`src/rtl/core/kmd_ram.sv`:
```
// Generic single-port-write, single-port-read RAM with registered read data.
module kmd_ram #(
    parameter int WIDTH = 8,
    parameter int DEPTH = 16,
    localparam int ADDR_W = (DEPTH > 1) ? $clog2(DEPTH) : 1
) (
    input  logic              i_clk,
    input  logic              i_we,
    input  logic [ADDR_W-1:0] i_waddr,
    input  logic [WIDTH-1:0]  i_wdata,
    input  logic              i_re,
    input  logic [ADDR_W-1:0] i_raddr,
    output logic [WIDTH-1:0]  o_rdata
);

    logic [WIDTH-1:0] r_mem [DEPTH];
    logic [WIDTH-1:0] r_rdata;

    // Write port
    always_ff @(posedge i_clk) begin
        if (i_we) begin
            r_mem[i_waddr] <= i_wdata;
        end
    end

    // Read port, old data on a same-address collision
    always_ff @(posedge i_clk) begin
        if (i_re) begin
            r_rdata <= r_mem[i_raddr];
        end
    end

    assign o_rdata = r_rdata;

endmodule

```
`config.mk`:
```
export PLATFORM = sky130hd
export DESIGN_NAME = kmd_ram
export DESIGN_NICKNAME = d
export VERILOG_FILES = /design/src/rtl/core/kmd_ram.sv
export SDC_FILE = /design/constraint.sdc
export NUM_CORES = 1
export LEC_CHECK = 0
export ABC_AREA = 1
export BUFFER_PORTS_ARGS = -buffer_cell sky130_fd_sc_hd__buf_2
export CORE_UTILIZATION = 36
export DETAILED_ROUTE_END_ITERATION = 12
export PLACE_DENSITY = 0.62
export SLEW_MARGIN = 10
export SYNTH_ARGS = -nofsm -noshare
export SYNTH_HDL_FRONTEND = slang
export SYNTH_SLANG_ARGS = --single-unit
```
`constraint.sdc`:
```
create_clock -name i_clk -period 1.6 [get_ports i_clk]
set_clock_uncertainty 0.15 [all_clocks]
set_input_delay 0.16 -clock i_clk [delete_from_list [all_inputs] [get_ports i_clk]]
set_output_delay 0.16 -clock i_clk [all_outputs]
set_load 0.02 [all_outputs]
```
; Word level (Yosys, flattened, before mapping)
; Memory sizes are Yosys's and may differ from the RTL's. A register that Yosys moved wholly into a read port is not among the register bits.
; Index checks and enable logic that the tools add are counted.
[classes]
n_mux = 2
[ops]
columns = op, n
row1 = $mux 1, 2
[word_totals]
n_memories = 1
ramBits = 128
inputBits = 19
elab_cells = 3
register_bits = 0
[mem_list]
columns = memory, depth, width, read_ports, rd_ports_with_merged_regs, write_ports, line_no
row1 = r_mem, 16, 8, 1, 1, 1, 16  ; logic [WIDTH-1:0] r_mem [DEPTH];

; Logic depth before layout (Yosys ltp)
; Gate-level depths: netlist (run 1).
[depth]
depth_word = 2
mapped_depth = 8

; Least setup slack after synthesis (run 1)
; No wires, ideal clock.
[synth_timing]
kind = input to register
from = input i_waddr[2]
to = memory r_mem[10][0], enable pin
setup_slack_ps = 339
t_required_ps = 1080
n_path_buf = 0
stages = 2
t_arrival_ps = 741
cell_sequence = nand3b_1 -> nor2_1
[synth_rtl]
columns = element, line_no
row1 = start: declaration, 9  ; input logic [ADDR_W-1:0] i_waddr,
row2 = end: declaration, 16
; Straight into the memory's write port.

==> results summary, run 1 <==
The flow ran to the end, and the final reports show no timing, DRC or antenna violations. The count of endpoints failing setup in the final report came out at 0. The buffering stage count on the worst path with inverters included came out at 1. The tree is rooted in a sky130_fd_sc_hd__clkbuf_16.

The static leakage is 2.94 nW. On the worst path, the slowest cell contributes a delay of 0.36 ns. The number of gates resized after cts came out at 0. The end of the worst register-to-register path is o_rdata[2].

The starting density of the core came out at 0.368. The number of violations reported at the end of detailed-routing iteration 0 came out at 414. sky130_fd_sc_hd__edfxtp_1 takes more of the synthesized area than any other cell. Yosys mapped the design onto 11 distinct sky130hd cell types. The combinational share of power came out at 0.061. Pin placement for this block handled 27 I/O pins. The number of enable-type register cells in the synthesized netlist came out at 136. For this run, the detailed router's first-pass iteration total came to 5. Of the total power, the clock network draws 0.459. Registers take 4080 µm².

The count of pins over their slew limit came out at 0. The clock insertion delay at the later pin of the skew report is 0.43 ns. The count of hold-fix buffers inserted at cts came out at 1. In this design, the critical path's most frequently occurring cell is sky130_fd_sc_hd__nand3_1. Max-cap violations in this run came to 0. The die outline area came out at 16,800 µm². The pin count of the biggest net entering global routing is 65. The family with the most delay on the worst path is simple AND/OR/NAND/NOR gates. At the end of routability-driven placement, the weighted congestion stood at 0.851.

For this run, the top clock speed supported by timing is 735 MHz. For this run, design rule violations remaining after detail routing come to 0. The reg-to-reg critical path startpoint is r_mem[1][2].

The overall power after layout is 8.42 mW. The number of failing hold endpoints at the final stage came to 0. The count of input and output buffers came out at 26.

Setup repair after global routing left no endpoint under its margin. Among all flip-flop cells after synthesis, the most frequent one is sky130_fd_sc_hd__edfxtp_1. The area of the core is 15,900 µm². The share of Yosys cell area claimed by the top area cell type came out at 0.698. In the synthesized netlist, the number of instances is 551. STA classifies the critical path startpoint as a flop. TritonCTS built the clock tree. The min-delay analysis places its worst path in the category in2reg. The cell with the most instances after synthesis is sky130_fd_sc_hd__nand2_1. For this design, the sink count on the clock tree is 136. The final period utilization came out at 0.851. The routed design has 13,200 µm of wire.

The number of nets still failing antenna checks after routing is 0. The average vias per placed instance is 4.71. The internal cell power came out at 6.59 mW. The final setup TNS came out at 0 ns.

The largest buffer count on any clock path came out at 2. The required arrival time at the worst endpoint came out at 1.62 ns. After synthesis, the most frequently instantiated cells are sky130_fd_sc_hd__nand2_1, sky130_fd_sc_hd__edfxtp_1, sky130_fd_sc_hd__inv_1. The worst setup path is captured at a flop. Across all register-to-register paths, the minimum setup slack is 0.24 ns. The switching part of the total power is 0.218. The total half-perimeter wirelength after legalization and detailed placement is 8210 µm. The area occupied by multi-input gates is 1210 µm². The type of the worst setup path is reg2reg.

The global-route wire length before repair came out at 20,700 µm. The number of flip-flops and latches in the synthesized netlist is 136. The signal arrival time at the worst endpoint is 1.38 ns. The aggregate global routing overflow is 0. The length in cells of the worst reg-to-reg path is 6. The via count of the first global-routing pass is 3,838. The share of cells above drive strength 1 came out at 0.131. The number of warning messages in the yosys log is 0.

The routed layout has 3,883 vias. In this run the worst path has a maximum fanout of 1. The number of antenna diodes in the final layout is 0. The share of synthesized area occupied by flip-flops and latches came out at 0.698. The H-tree was split into 4 levels.

In the synthesized netlist the async set-or-reset flop fraction comes to 0. The initial antenna violation count is 0. The layout overhead on the synthesized area is 17.8%. The signal on the critical path passes through inv_1 > nand2_1 > nand3_1 > nand3_1 > nand3_1 > nand2_1.

The most critical setup path has its endpoint at o_rdata[2]. In this run the number of cells on the critical path is 6. The share of total power dissipated in sequential elements is 0.480. The worst ir drop on vdd is 0.763 mV.

The actual transition at the worst max-transition pin is 0.641 ns. Post-CTS timing repair inserted 0 buffers for setup. The overall fraction of global-route tracks in use came out at 0.174.

Tracing the worst setup path back leads to its startpoint at r_mem[1][2]. The wire length per cell after detailed routing came out at 16.0 µm. Counting the fill cells in the layout gives 1,518. Among all stages on the critical path, the largest delay is contributed by sky130_fd_sc_hd__edfxtp_1. Measured against its own limit, the worst slew margin works out to 0.572. The shortest clock period the worst path allows after layout came out at 1.36 ns.

The final layout contains 615 nets. In this run the mean area of a mapped cell was 10.6 µm². The synthesized netlist net count is 570.

Yosys attributes the largest share of cell area to sky130_fd_sc_hd__edfxtp_1, sky130_fd_sc_hd__nand2_1, sky130_fd_sc_hd__nand3_1. The die span in x came out at 129 µm. The floorplan die height came out at 129 µm. The switching component of the power is 1.83 mW.

The area of the mapped netlist is 5850 µm². The total power divided by cell area is 1220 nW/µm². The CTS clock-pin slew for the worst setup and hold paths came out at 0.06 ns. The number of CTS-inserted buffers is 17. The row count came out at 46.
[per-stage QoR]
step	cell area, µm²	worst slack, ns	utilization	hold slack [ns]	instances
floorplan	5850	0.339	-	0.109	551
global placement	6290	0.0256	0.396	0.375	792
detailed placement	6290	0.0261	0.396	0.389	792
CTS	6890	0.233	0.434	0.00595	825
global route	6890	0.163	0.434	0.0113	825
finish	6890	0.239	0.434	0.00973	825
[area by class of cell]
class / count / share of cell area
Multi-Input combinational cell: 289 / 0.176
Clock buffer: 18 / 0.0623
Clock inverter: 14 / 0.0229
Inverter: 102 / 0.0556
Tap cell: 216 / 0.0392
Timing Repair Buffer: 50 / 0.0509
Sequential cell: 136 / 0.593
[sequential cells by signal (all words and copies together), names as in the netlist]
register	count
r_mem	128
o_rdata	8
[power by group through the flow]
stage,combinational (mW),clock (mW),sequential [mW]
after floorplan,0.281,0,4.13
after global placement,0.504,0,4.11
after detailed placement,0.512,0,4.11
after CTS,0.517,3.91,4.04
after global routing,0.569,4.07,4.04
final,0.514,3.87,4.04
[per-layer routing]
layer	routed length, µm	part of all wire	vias to the layer above	global-route usage
met5	0	0	-	0
met4	354	0.027	0	0.0882
met3	710	0.054	25	0.0537
met2	6330	0.48	114	0.283
met1	5810	0.44	1874	0.211
li1	-	-	1870	-
[cells in the final DEF (no fill, tap or decap)]
cell / synthesis / layout
sky130_fd_sc_hd__buf_4: 4 / 20
sky130_fd_sc_hd__inv_1: 100 / 100
sky130_fd_sc_hd__inv_2: 2 / 2
sky130_fd_sc_hd__clkbuf_16: 0 / 17
sky130_fd_sc_hd__clkbuf_1: 0 / 1
sky130_fd_sc_hd__edfxtp_1: 136 / 136
sky130_fd_sc_hd__nand2_1: 173 / 173
sky130_fd_sc_hd__clkinvlp_4: 0 / 6
sky130_fd_sc_hd__nor2_1: 17 / 17
sky130_fd_sc_hd__buf_2: 13 / 26
sky130_fd_sc_hd__buf_12: 0 / 3
sky130_fd_sc_hd__clkinv_2: 0 / 3
sky130_fd_sc_hd__bufinv_16: 0 / 3
sky130_fd_sc_hd__clkinv_1: 0 / 2
sky130_fd_sc_hd__nand3b_1: 2 / 2
sky130_fd_sc_hd__dlygate4sd3_1: 0 / 1
sky130_fd_sc_hd__nand3_1: 97 / 97
[how the worst min path moves through the flow]
stage,from,end,slack [ns],depth (start not counted)
2_1_floorplan,i_wdata[0],r_mem[0][0],0.11,0
3_3_place_gp,i_re,o_rdata[1],0.37,1
3_5_place_dp,i_re,o_rdata[2],0.39,1
4_1_cts,i_wdata[4],r_mem[9][4],0.006,1
5_1_grt,i_wdata[4],r_mem[13][4],0.01,1
6_report,i_wdata[3],r_mem[9][3],0.01,1
[kinds of logic (layout without fill, tap and decap cells)]
| group | Yosys count | after routing | share of synthesized area |
|---|---|---|---|
| buffers and inverters | 126 | 184 | 0.0939 |
| and+or+nand+nor | 289 | 289 | 0.208 |
| DFF | 136 | 136 | 0.698 |
Note: power is estimated with default switching activity, not from simulation.
==> run 2: changes to the inputs <==
--- a/config.mk
+++ b/config.mk
@@ -9,7 +9,9 @@
 export BUFFER_PORTS_ARGS = -buffer_cell sky130_fd_sc_hd__buf_2
 export CORE_UTILIZATION = 36
 export DETAILED_ROUTE_END_ITERATION = 12
+export HOLD_SLACK_MARGIN = 0.15
 export PLACE_DENSITY = 0.62
+export REMOVE_ABC_BUFFERS = 1
 export SLEW_MARGIN = 10
 export SYNTH_ARGS = -nofsm -noshare
 export SYNTH_HDL_FRONTEND = slang
==> results summary, run 2 (synthesis gave the netlist of run 1 again) <==
The reg-to-reg critical path startpoint is r_mem[13][3] (was r_mem[1][2]). The row count is 46 (unchanged). The final setup TNS is 0 ns (unchanged). The final standard cell utilization of the core was 0.434 (about the same). The final-layout fill cell count came out at 1,524 (was 1,518). The type of the worst setup path is in2reg (was reg2reg). The highest clock rate is 695 MHz (was 735 MHz). Commonest cells after routing, fill and taps aside: sky130_fd_sc_hd__nand2_1, sky130_fd_sc_hd__edfxtp_1, sky130_fd_sc_hd__inv_1 (unchanged). The count of pins over their slew limit came to 0 (unchanged). The CTS root buffer is sky130_fd_sc_hd__clkbuf_16 (unchanged). The number of optimization iterations in the first detailed-route pass came out at 5 (unchanged).

The proportion of power drawn by flip-flops and latches is 0.521 (was 0.480). The final critical-path setup slack came out at 0.162 ns (was 0.239 ns). The part of the power in the clock network came out at 0.413 (was 0.459). The startpoint of the tightest hold check path was i_we (was i_wdata[3]).

The post-CTS setup-driven buffer insertion count came out at 0 (unchanged). The sequential cell area in the final layout was 4080 µm² (unchanged). The total power divided by cell area came out at 1130 nW/µm² (was 1220 nW/µm²). The final net count is 625 (was 615). The maximum fanout encountered on the critical timing path came out at 16 (was 1).

The final routed DRC violation total came out at 0 (unchanged). The cell seen most often among critical-path stages was sky130_fd_sc_hd__nand3_1 (unchanged). The worst setup slack before clock tree synthesis is 0.103 ns (was 0.0261 ns). The wire length per cell after detailed routing is 15.4 µm (was 16.0 µm). The family with the most delay on the worst path is buffers and inverters (was simple AND/OR/NAND/NOR gates). The via count of the first global-routing pass came to 3,868 (was 3,838). The internal cell power is 6.11 mW (was 6.59 mW). The largest buffer count on any clock path came out at 2 (unchanged).

The total half-perimeter wirelength after legalization and detailed placement was 8220 µm (was 8210 µm). The sort of element at the end of the critical path is a flop (unchanged). The number of violations reported at the end of detailed-routing iteration 0 came to 465 (was 414). The required arrival time at the worst endpoint came out at 1.61 ns (was 1.62 ns). The highest cell delay on the worst timing path is 0.53 ns (was 0.36 ns). The aggregate global routing overflow came to 0 (unchanged). Cell Chain, Critical Path: dlygate4sd3_1 > buf_2 > inv_1 > buf_12 > nand3_1 > nand3_1 > nand2_1 (was inv_1 > nand2_1 > nand3_1 > nand3_1 > nand3_1 > nand2_1). Unrepaired setup endpoints after global routing: no (unchanged). The register name with the most flops was r_mem (unchanged). The count of pins on the block boundary came out at 27 (unchanged).

The area occupied by multi-input gates is 1210 µm² (unchanged). The number of nets still failing antenna checks after routing came out at 0 (unchanged). The number of flip-flops under the largest register name is 128 (unchanged). The max capacitance violation total came out at 0 (unchanged). The overall fraction of global-route tracks in use is 0.169 (was 0.174). The layout overhead on the synthesized area came out at 17.9% (was 17.8%). The most frequent standard cell in the layout excluding fill and tap cells is sky130_fd_sc_hd__nand2_1 (unchanged). The combinational share of power is 0.066 (was 0.061). Outcome: finished clean (unchanged). The buffering stage count on the worst path with inverters included was 4 (was 1).

The clock insertion delay at the later pin of the skew report came out at 0.42 ns (was 0.43 ns). The clock sink count came to 136 (unchanged). The average vias per placed instance is 4.70 (was 4.71).

The shortest clock period the worst path allows after layout is 1.44 ns (was 1.36 ns). The CTS tree was done (unchanged). The starting density of the core was 0.368 (unchanged). The overall power after layout is 7.77 mW (was 8.42 mW). The share of cells above drive strength 1 is 0.117 (was 0.131).

The count of endpoints failing setup in the final report was 0 (unchanged). The pin count of the biggest net entering global routing was 47 (was 65). The global placer's final weighted congestion is 0.796 (was 0.851).

The signal arrival time at the worst endpoint came to 1.45 ns (was 1.38 ns). The global-route wire length before repair came out at 20,400 µm (was 20,700 µm). The initial antenna violation count is 0 (unchanged). The switching part of the total power is 0.213 (was 0.218).

The count of input and output buffers is 26 (unchanged). The path type of the worst min-delay path was in2reg (unchanged). The CTS clock-pin slew for the worst setup and hold paths was 0.05 ns (was 0.06 ns). The area of the core is 15,900 µm² (unchanged). The H-tree level count is 4 (unchanged). The final period utilization was 0.899 (was 0.851). The worst-case headroom to the max-slew limit is 0.598 (was 0.572). The number of gates resized after cts came out at 0 (unchanged). The switching component of the power came to 1.66 mW (was 1.83 mW).

The total vias in the final route is 3,913 (was 3,883). The count of inserted antenna diode cells came out at 0 (unchanged). The worst ir drop on vdd came out at 0.835 mV (was 0.763 mV). The die span in x came to 129 µm (unchanged). The die outline area came out at 16,800 µm² (unchanged).

The source of the critical timing path was i_raddr[2] (was r_mem[1][2]). The static leakage is 2.95 nW (was 2.94 nW). The number of CTS-inserted buffers is 17 (unchanged). The master of the slowest instance on the critical path is sky130_fd_sc_hd__dlygate4sd3_1 (was sky130_fd_sc_hd__edfxtp_1). The number of failing hold endpoints at the final stage is 0 (unchanged). The actual transition at the worst max-transition pin came out at 0.603 ns (was 0.641 ns). The detailed-route wire length came to 12,800 µm (was 13,200 µm). The kind of start point of the critical path is a primary input (was flop). The floorplan die height is 129 µm (unchanged).
[run 2: cell types whose count changed in the layout (fill, tap and decap cells not counted)]
cell	delta
sky130_fd_sc_hd__buf_12	+1
sky130_fd_sc_hd__buf_4	-1
sky130_fd_sc_hd__bufinv_16	-3
sky130_fd_sc_hd__clkbuf_1	+5
sky130_fd_sc_hd__clkinv_1	+1
sky130_fd_sc_hd__clkinv_2	+1
sky130_fd_sc_hd__clkinvlp_4	-6
sky130_fd_sc_hd__dlygate4sd3_1	+10
[run 2: through the flow]
step	instances	cell area (µm²)	hold WS (ns)
finish	833	6890	0.232
CTS	833	6890	0.222
global placement	792	6300	0.386
global route	833	6890	0.246
detailed placement	792	6300	0.386
floorplan	527	5680	0.109
[run 2: metal layers]
layer  part of all wire  global-route usage
met2               0.47               0.265
met5                  0                   0
met4              0.015              0.0787
met1               0.45               0.223
met3              0.062              0.0417
[run 2: worst min-delay path, cell delays in order]
cell and delay (ns):
sky130_fd_sc_hd__buf_2 0.11, sky130_fd_sc_hd__nand2_1 0.11, sky130_fd_sc_hd__nor2_1 0.10, sky130_fd_sc_hd__buf_4 0.19
[run 2: path summary, 6_finish.rpt]
path                       to  slack [ns]  depth (start not counted)
setup / recovery   o_rdata[7]        0.16                          7
hold / removal    r_mem[3][0]        0.23                          4
setup reg to reg   o_rdata[3]        0.30                          6
hold reg to reg    o_rdata[4]        0.60                          6
[run 2: repair_timing]
action	in CTS	in global routing
setup endpoints to repair	0	0
hold buffers	11	0
hold endpoints to repair	144	0
[run 2: final cells by class]
class                           count  area share
Sequential cell                   136       0.592
Inverter                          102      0.0555
Tap cell                          216      0.0392
Clock inverter                      7     0.00454
Timing Repair Buffer               60      0.0672
Clock buffer                       23      0.0650
Multi-Input combinational cell    289       0.176
[run 2: power by group through the flow]
stage / clock network, mW / registers (mW) / logic [mW]
final: 3.21 / 4.04 / 0.514
after global routing: 3.46 / 4.05 / 0.576
after CTS: 3.27 / 4.04 / 0.520
after detailed placement: 0 / 4.11 / 0.496
after global placement: 0 / 4.11 / 0.491
after floorplan: 0 / 4.13 / 0.215
==> run 3: changes to the inputs <==
--- a/config.mk
+++ b/config.mk
@@ -5,12 +5,12 @@
 export SDC_FILE = /design/constraint.sdc
 export NUM_CORES = 1
 export LEC_CHECK = 0
-export ABC_AREA = 1
+export ABC_AREA = 0
 export BUFFER_PORTS_ARGS = -buffer_cell sky130_fd_sc_hd__buf_2
 export CORE_UTILIZATION = 36
 export DETAILED_ROUTE_END_ITERATION = 12
 export HOLD_SLACK_MARGIN = 0.15
-export PLACE_DENSITY = 0.62
+export PLACE_DENSITY = 0.63
 export REMOVE_ABC_BUFFERS = 1
 export SLEW_MARGIN = 10
 export SYNTH_ARGS = -nofsm -noshare
==> results summary, run 3 <==
The global-route wire length before repair came to 15,400 µm (was 20,400 µm). The number of unique standard cell types used by synthesis is 18 (was 11). The required arrival time at the worst endpoint is 1.60 ns (was 1.61 ns).

The arithmetic-cell share of the synthesized area counting full adders, half adders and majority gates is 0 (unchanged). The die span in x came out at 123 µm (was 129 µm). The worst-case headroom to the max-slew limit came out at 0.340 (was 0.598). The number of enable-type register cells in the synthesized netlist was 136 (unchanged). The xor and xnor area share after synthesis was 0 (unchanged). The die outline area is 15,000 µm² (was 16,800 µm²). The max capacitance violation total came out at 0 (unchanged).

The post-CTS setup-driven buffer insertion count is 0 (unchanged). The share of Yosys cell area claimed by the top area cell type came out at 0.781 (was 0.698). The pin count of the biggest net entering global routing came out at 25 (was 47). The cell with the most instances after synthesis is sky130_fd_sc_hd__edfxtp_1 (was sky130_fd_sc_hd__nand2_1). The detailed-route wire length is 10,300 µm (was 12,800 µm). The count of pins over their slew limit came out at 0 (unchanged).

The floorplan die height came out at 123 µm (was 129 µm). The post-synthesis simple-gate area fraction is 0.0314 (was 0.208). The share of synthesized area occupied by flip-flops and latches came out at 0.781 (was 0.698). Outcome: finished clean (unchanged). The count of inserted antenna diode cells came out at 0 (unchanged). The most frequent standard cell in the layout excluding fill and tap cells is sky130_fd_sc_hd__edfxtp_1 (was sky130_fd_sc_hd__nand2_1). Commonest cells after routing, fill and taps aside: sky130_fd_sc_hd__edfxtp_1, sky130_fd_sc_hd__buf_2, sky130_fd_sc_hd__mux4_2 (was sky130_fd_sc_hd__nand2_1, sky130_fd_sc_hd__edfxtp_1, sky130_fd_sc_hd__inv_1). The kind of start point of the critical path is a flop (was primary input). The number of flip-flops and latches in the synthesized netlist is 136 (unchanged). The clock insertion delay at the later pin of the skew report came out at 0.41 ns (was 0.42 ns). The total power divided by cell area is 1380 nW/µm² (was 1130 nW/µm²). The instance count after placement with tap cells included came to 448 (was 792). The count of endpoints failing setup in the final report came out at 0 (unchanged). The CTS tree was done (unchanged). The count of input and output buffers is 26 (unchanged).

The total vias in the final route came out at 2,529 (was 3,913). The CTS root buffer is sky130_fd_sc_hd__clkbuf_16 (unchanged). The final setup TNS is 0 ns (unchanged).

The number of flip-flops under the largest register name is 128 (unchanged). The total half-perimeter wirelength after legalization and detailed placement came to 6360 µm (was 8220 µm). The final period utilization is 0.984 (was 0.899).

The sort of element at the end of the critical path is a flop (unchanged). The number of violations reported at the end of detailed-routing iteration 0 came out at 254 (was 465). The maximum fanout encountered on the critical timing path came out at 1 (was 16). Ranking of synthesized cells by instance count: sky130_fd_sc_hd__edfxtp_1, sky130_fd_sc_hd__mux4_2, sky130_fd_sc_hd__a22oi_1 (was sky130_fd_sc_hd__nand2_1, sky130_fd_sc_hd__edfxtp_1, sky130_fd_sc_hd__inv_1). The highest clock rate came out at 635 MHz (was 695 MHz). The number of cells in the finished layout apart from fillers came to 489 (was 833). The number of nets still failing antenna checks after routing is 0 (unchanged). The H-tree level count is 4 (unchanged). The area of the mapped netlist was 5230 µm² (was 5850 µm²). The average vias per placed instance is 5.17 (was 4.70). Unrepaired setup endpoints after global routing: yes (was no). The number of warning messages in the yosys log is 0 (unchanged). The average size of a mapped cell was 22.8 µm² (was 10.6 µm²). The final routed DRC violation total came out at 0 (unchanged). The number of CTS-inserted buffers came out at 17 (unchanged). The final net count came out at 315 (was 625). The overall fraction of global-route tracks in use came out at 0.151 (was 0.169). Area contributors post-synth: sky130_fd_sc_hd__edfxtp_1, sky130_fd_sc_hd__mux4_2, sky130_fd_sc_hd__mux4_1 (was sky130_fd_sc_hd__edfxtp_1, sky130_fd_sc_hd__nand2_1, sky130_fd_sc_hd__nand3_1). The number of failing hold endpoints at the final stage came out at 0 (unchanged). The CTS clock-pin slew for the worst setup and hold paths is 0.06 ns (was 0.05 ns). The cell count after synthesis came to 229 (was 551).

The share of cells above drive strength 1 is 0.379 (was 0.117). The actual transition at the worst max-transition pin was 0.988 ns (was 0.603 ns). The signal arrival time at the worst endpoint came out at 1.57 ns (was 1.45 ns). The combinational family with the most area after synthesis is multiplexers (was simple AND/OR/NAND/NOR gates).

The number of optimization iterations in the first detailed-route pass is 5 (unchanged). The count of pins on the block boundary came out at 27 (unchanged). The path type of the worst min-delay path is in2reg (unchanged). The worst ir drop on vdd came out at 0.752 mV (was 0.835 mV). The starting density of the core came out at 0.372 (was 0.368). The area of the core is 14,000 µm² (was 15,900 µm²).

The via count of the first global-routing pass was 2,605 (was 3,868). The most frequently used flop master after synthesis was sky130_fd_sc_hd__edfxtp_1 (unchanged). The placed instance area is 5690 µm² (was 6300 µm²).

The register name with the most flops is r_mem (unchanged). The static leakage was 2.18 nW (was 2.95 nW). The wire length per cell after detailed routing came out at 21.0 µm (was 15.4 µm). The initial antenna violation count came out at 0 (unchanged). The row count came out at 43 (was 46). The clock sink count is 136 (unchanged). The async set or reset register ratio after synthesis came to 0 (unchanged). The final-layout fill cell count came out at 1,132 (was 1,524). The portion of netlist area occupied by mux cells is 0.148 (was 0). The aggregate global routing overflow came out at 0 (unchanged).

The fraction of the mapped netlist area in compound gates came out at 0.0230 (was 0). The final standard cell utilization of the core came out at 0.463 (was 0.434). The shortest clock period the worst path allows after layout came out at 1.57 ns (was 1.44 ns).

The final instance area was 6510 µm² (was 6890 µm²). The cell type with the highest aggregate area in the netlist is sky130_fd_sc_hd__edfxtp_1 (unchanged). The largest buffer count on any clock path is 2 (unchanged). The layout overhead on the synthesized area is 24.5% (was 17.9%).

The type of the worst setup path is reg2reg (was in2reg). The global placer's final weighted congestion is 0.702 (was 0.796).
## run 3: per-layer routing
layer	vias to the layer above	global-route usage	share of wire
li1	1107	-	-
met2	83	0.234	0.48
met3	12	0.0474	0.057
met1	1327	0.200	0.46
met5	-	0	0
met4	0	0.0549	0.010
## run 3: area by class of cell
type	instances	area, µm²	share of cell area
well taps	180	225	0.0346
clock buffers	19	433	0.0665
repair buffers	58	418	0.0642
flip-flops and latches	136	4080	0.628
multi-input cells	83	1100	0.168
clock inverters	13	250	0.0385
## run 3: cells by family after synthesis
family,count (synthesis)
AO/OA/AOI/OAI,16
buffers and inverters,10
multiplexers,32
AND/OR/NAND/NOR,35
flip-flops,136
## run 3: path summary, 6_finish.rpt
| check | from | to | slack (ns) | cells after the start |
|---|---|---|---|---|
| hold / removal | i_waddr[0] | r_mem[4][0] | 0.16 | 3 |
| hold reg to reg | r_mem[12][5] | o_rdata[5] | 0.60 | 3 |
| setup reg to reg | r_mem[2][6] | o_rdata[6] | 0.03 | 3 |
| setup / recovery | r_mem[2][6] | o_rdata[6] | 0.03 | 3 |
## run 3: critical path, stage by stage (launching register included)
cell and delay [ns]:
sky130_fd_sc_hd__edfxtp_1 0.37, sky130_fd_sc_hd__mux4_2 0.48, sky130_fd_sc_hd__a22oi_2 0.22, sky130_fd_sc_hd__nand2_1 0.10
## run 3: repair_timing
action                                  4_1_cts  5_1_grt
pin swaps                                     1        3
hold endpoints to repair                    136        0
resized for setup                             5       15
cloned                                        0        0
endpoints found under the setup margin        4        8
hold buffers                                  9        0
## run 3: stage by stage
stage	worst slack, ns	hold slack (ns)	power [mW]
2_1_floorplan	-0.203	0.109	4.29
3_3_place_gp	-0.357	0.396	4.49
3_5_place_dp	-0.354	0.410	4.51
4_1_cts	0.00107	0.154	8.99
5_1_grt	-0.0252	0.190	9.22
6_report	0.0254	0.161	8.95
## run 3: power breakdown
| group | leakage (nW) | total [mW] | switching (mW) | internal (mW) |
|---|---|---|---|---|
| Clock | 0.333 | 4.48 | 1.40 | 3.07 |
| Sequential | 1.24 | 4.04 | 0.0236 | 4.02 |
| Combinational | 0.615 | 0.433 | 0.243 | 0.190 |
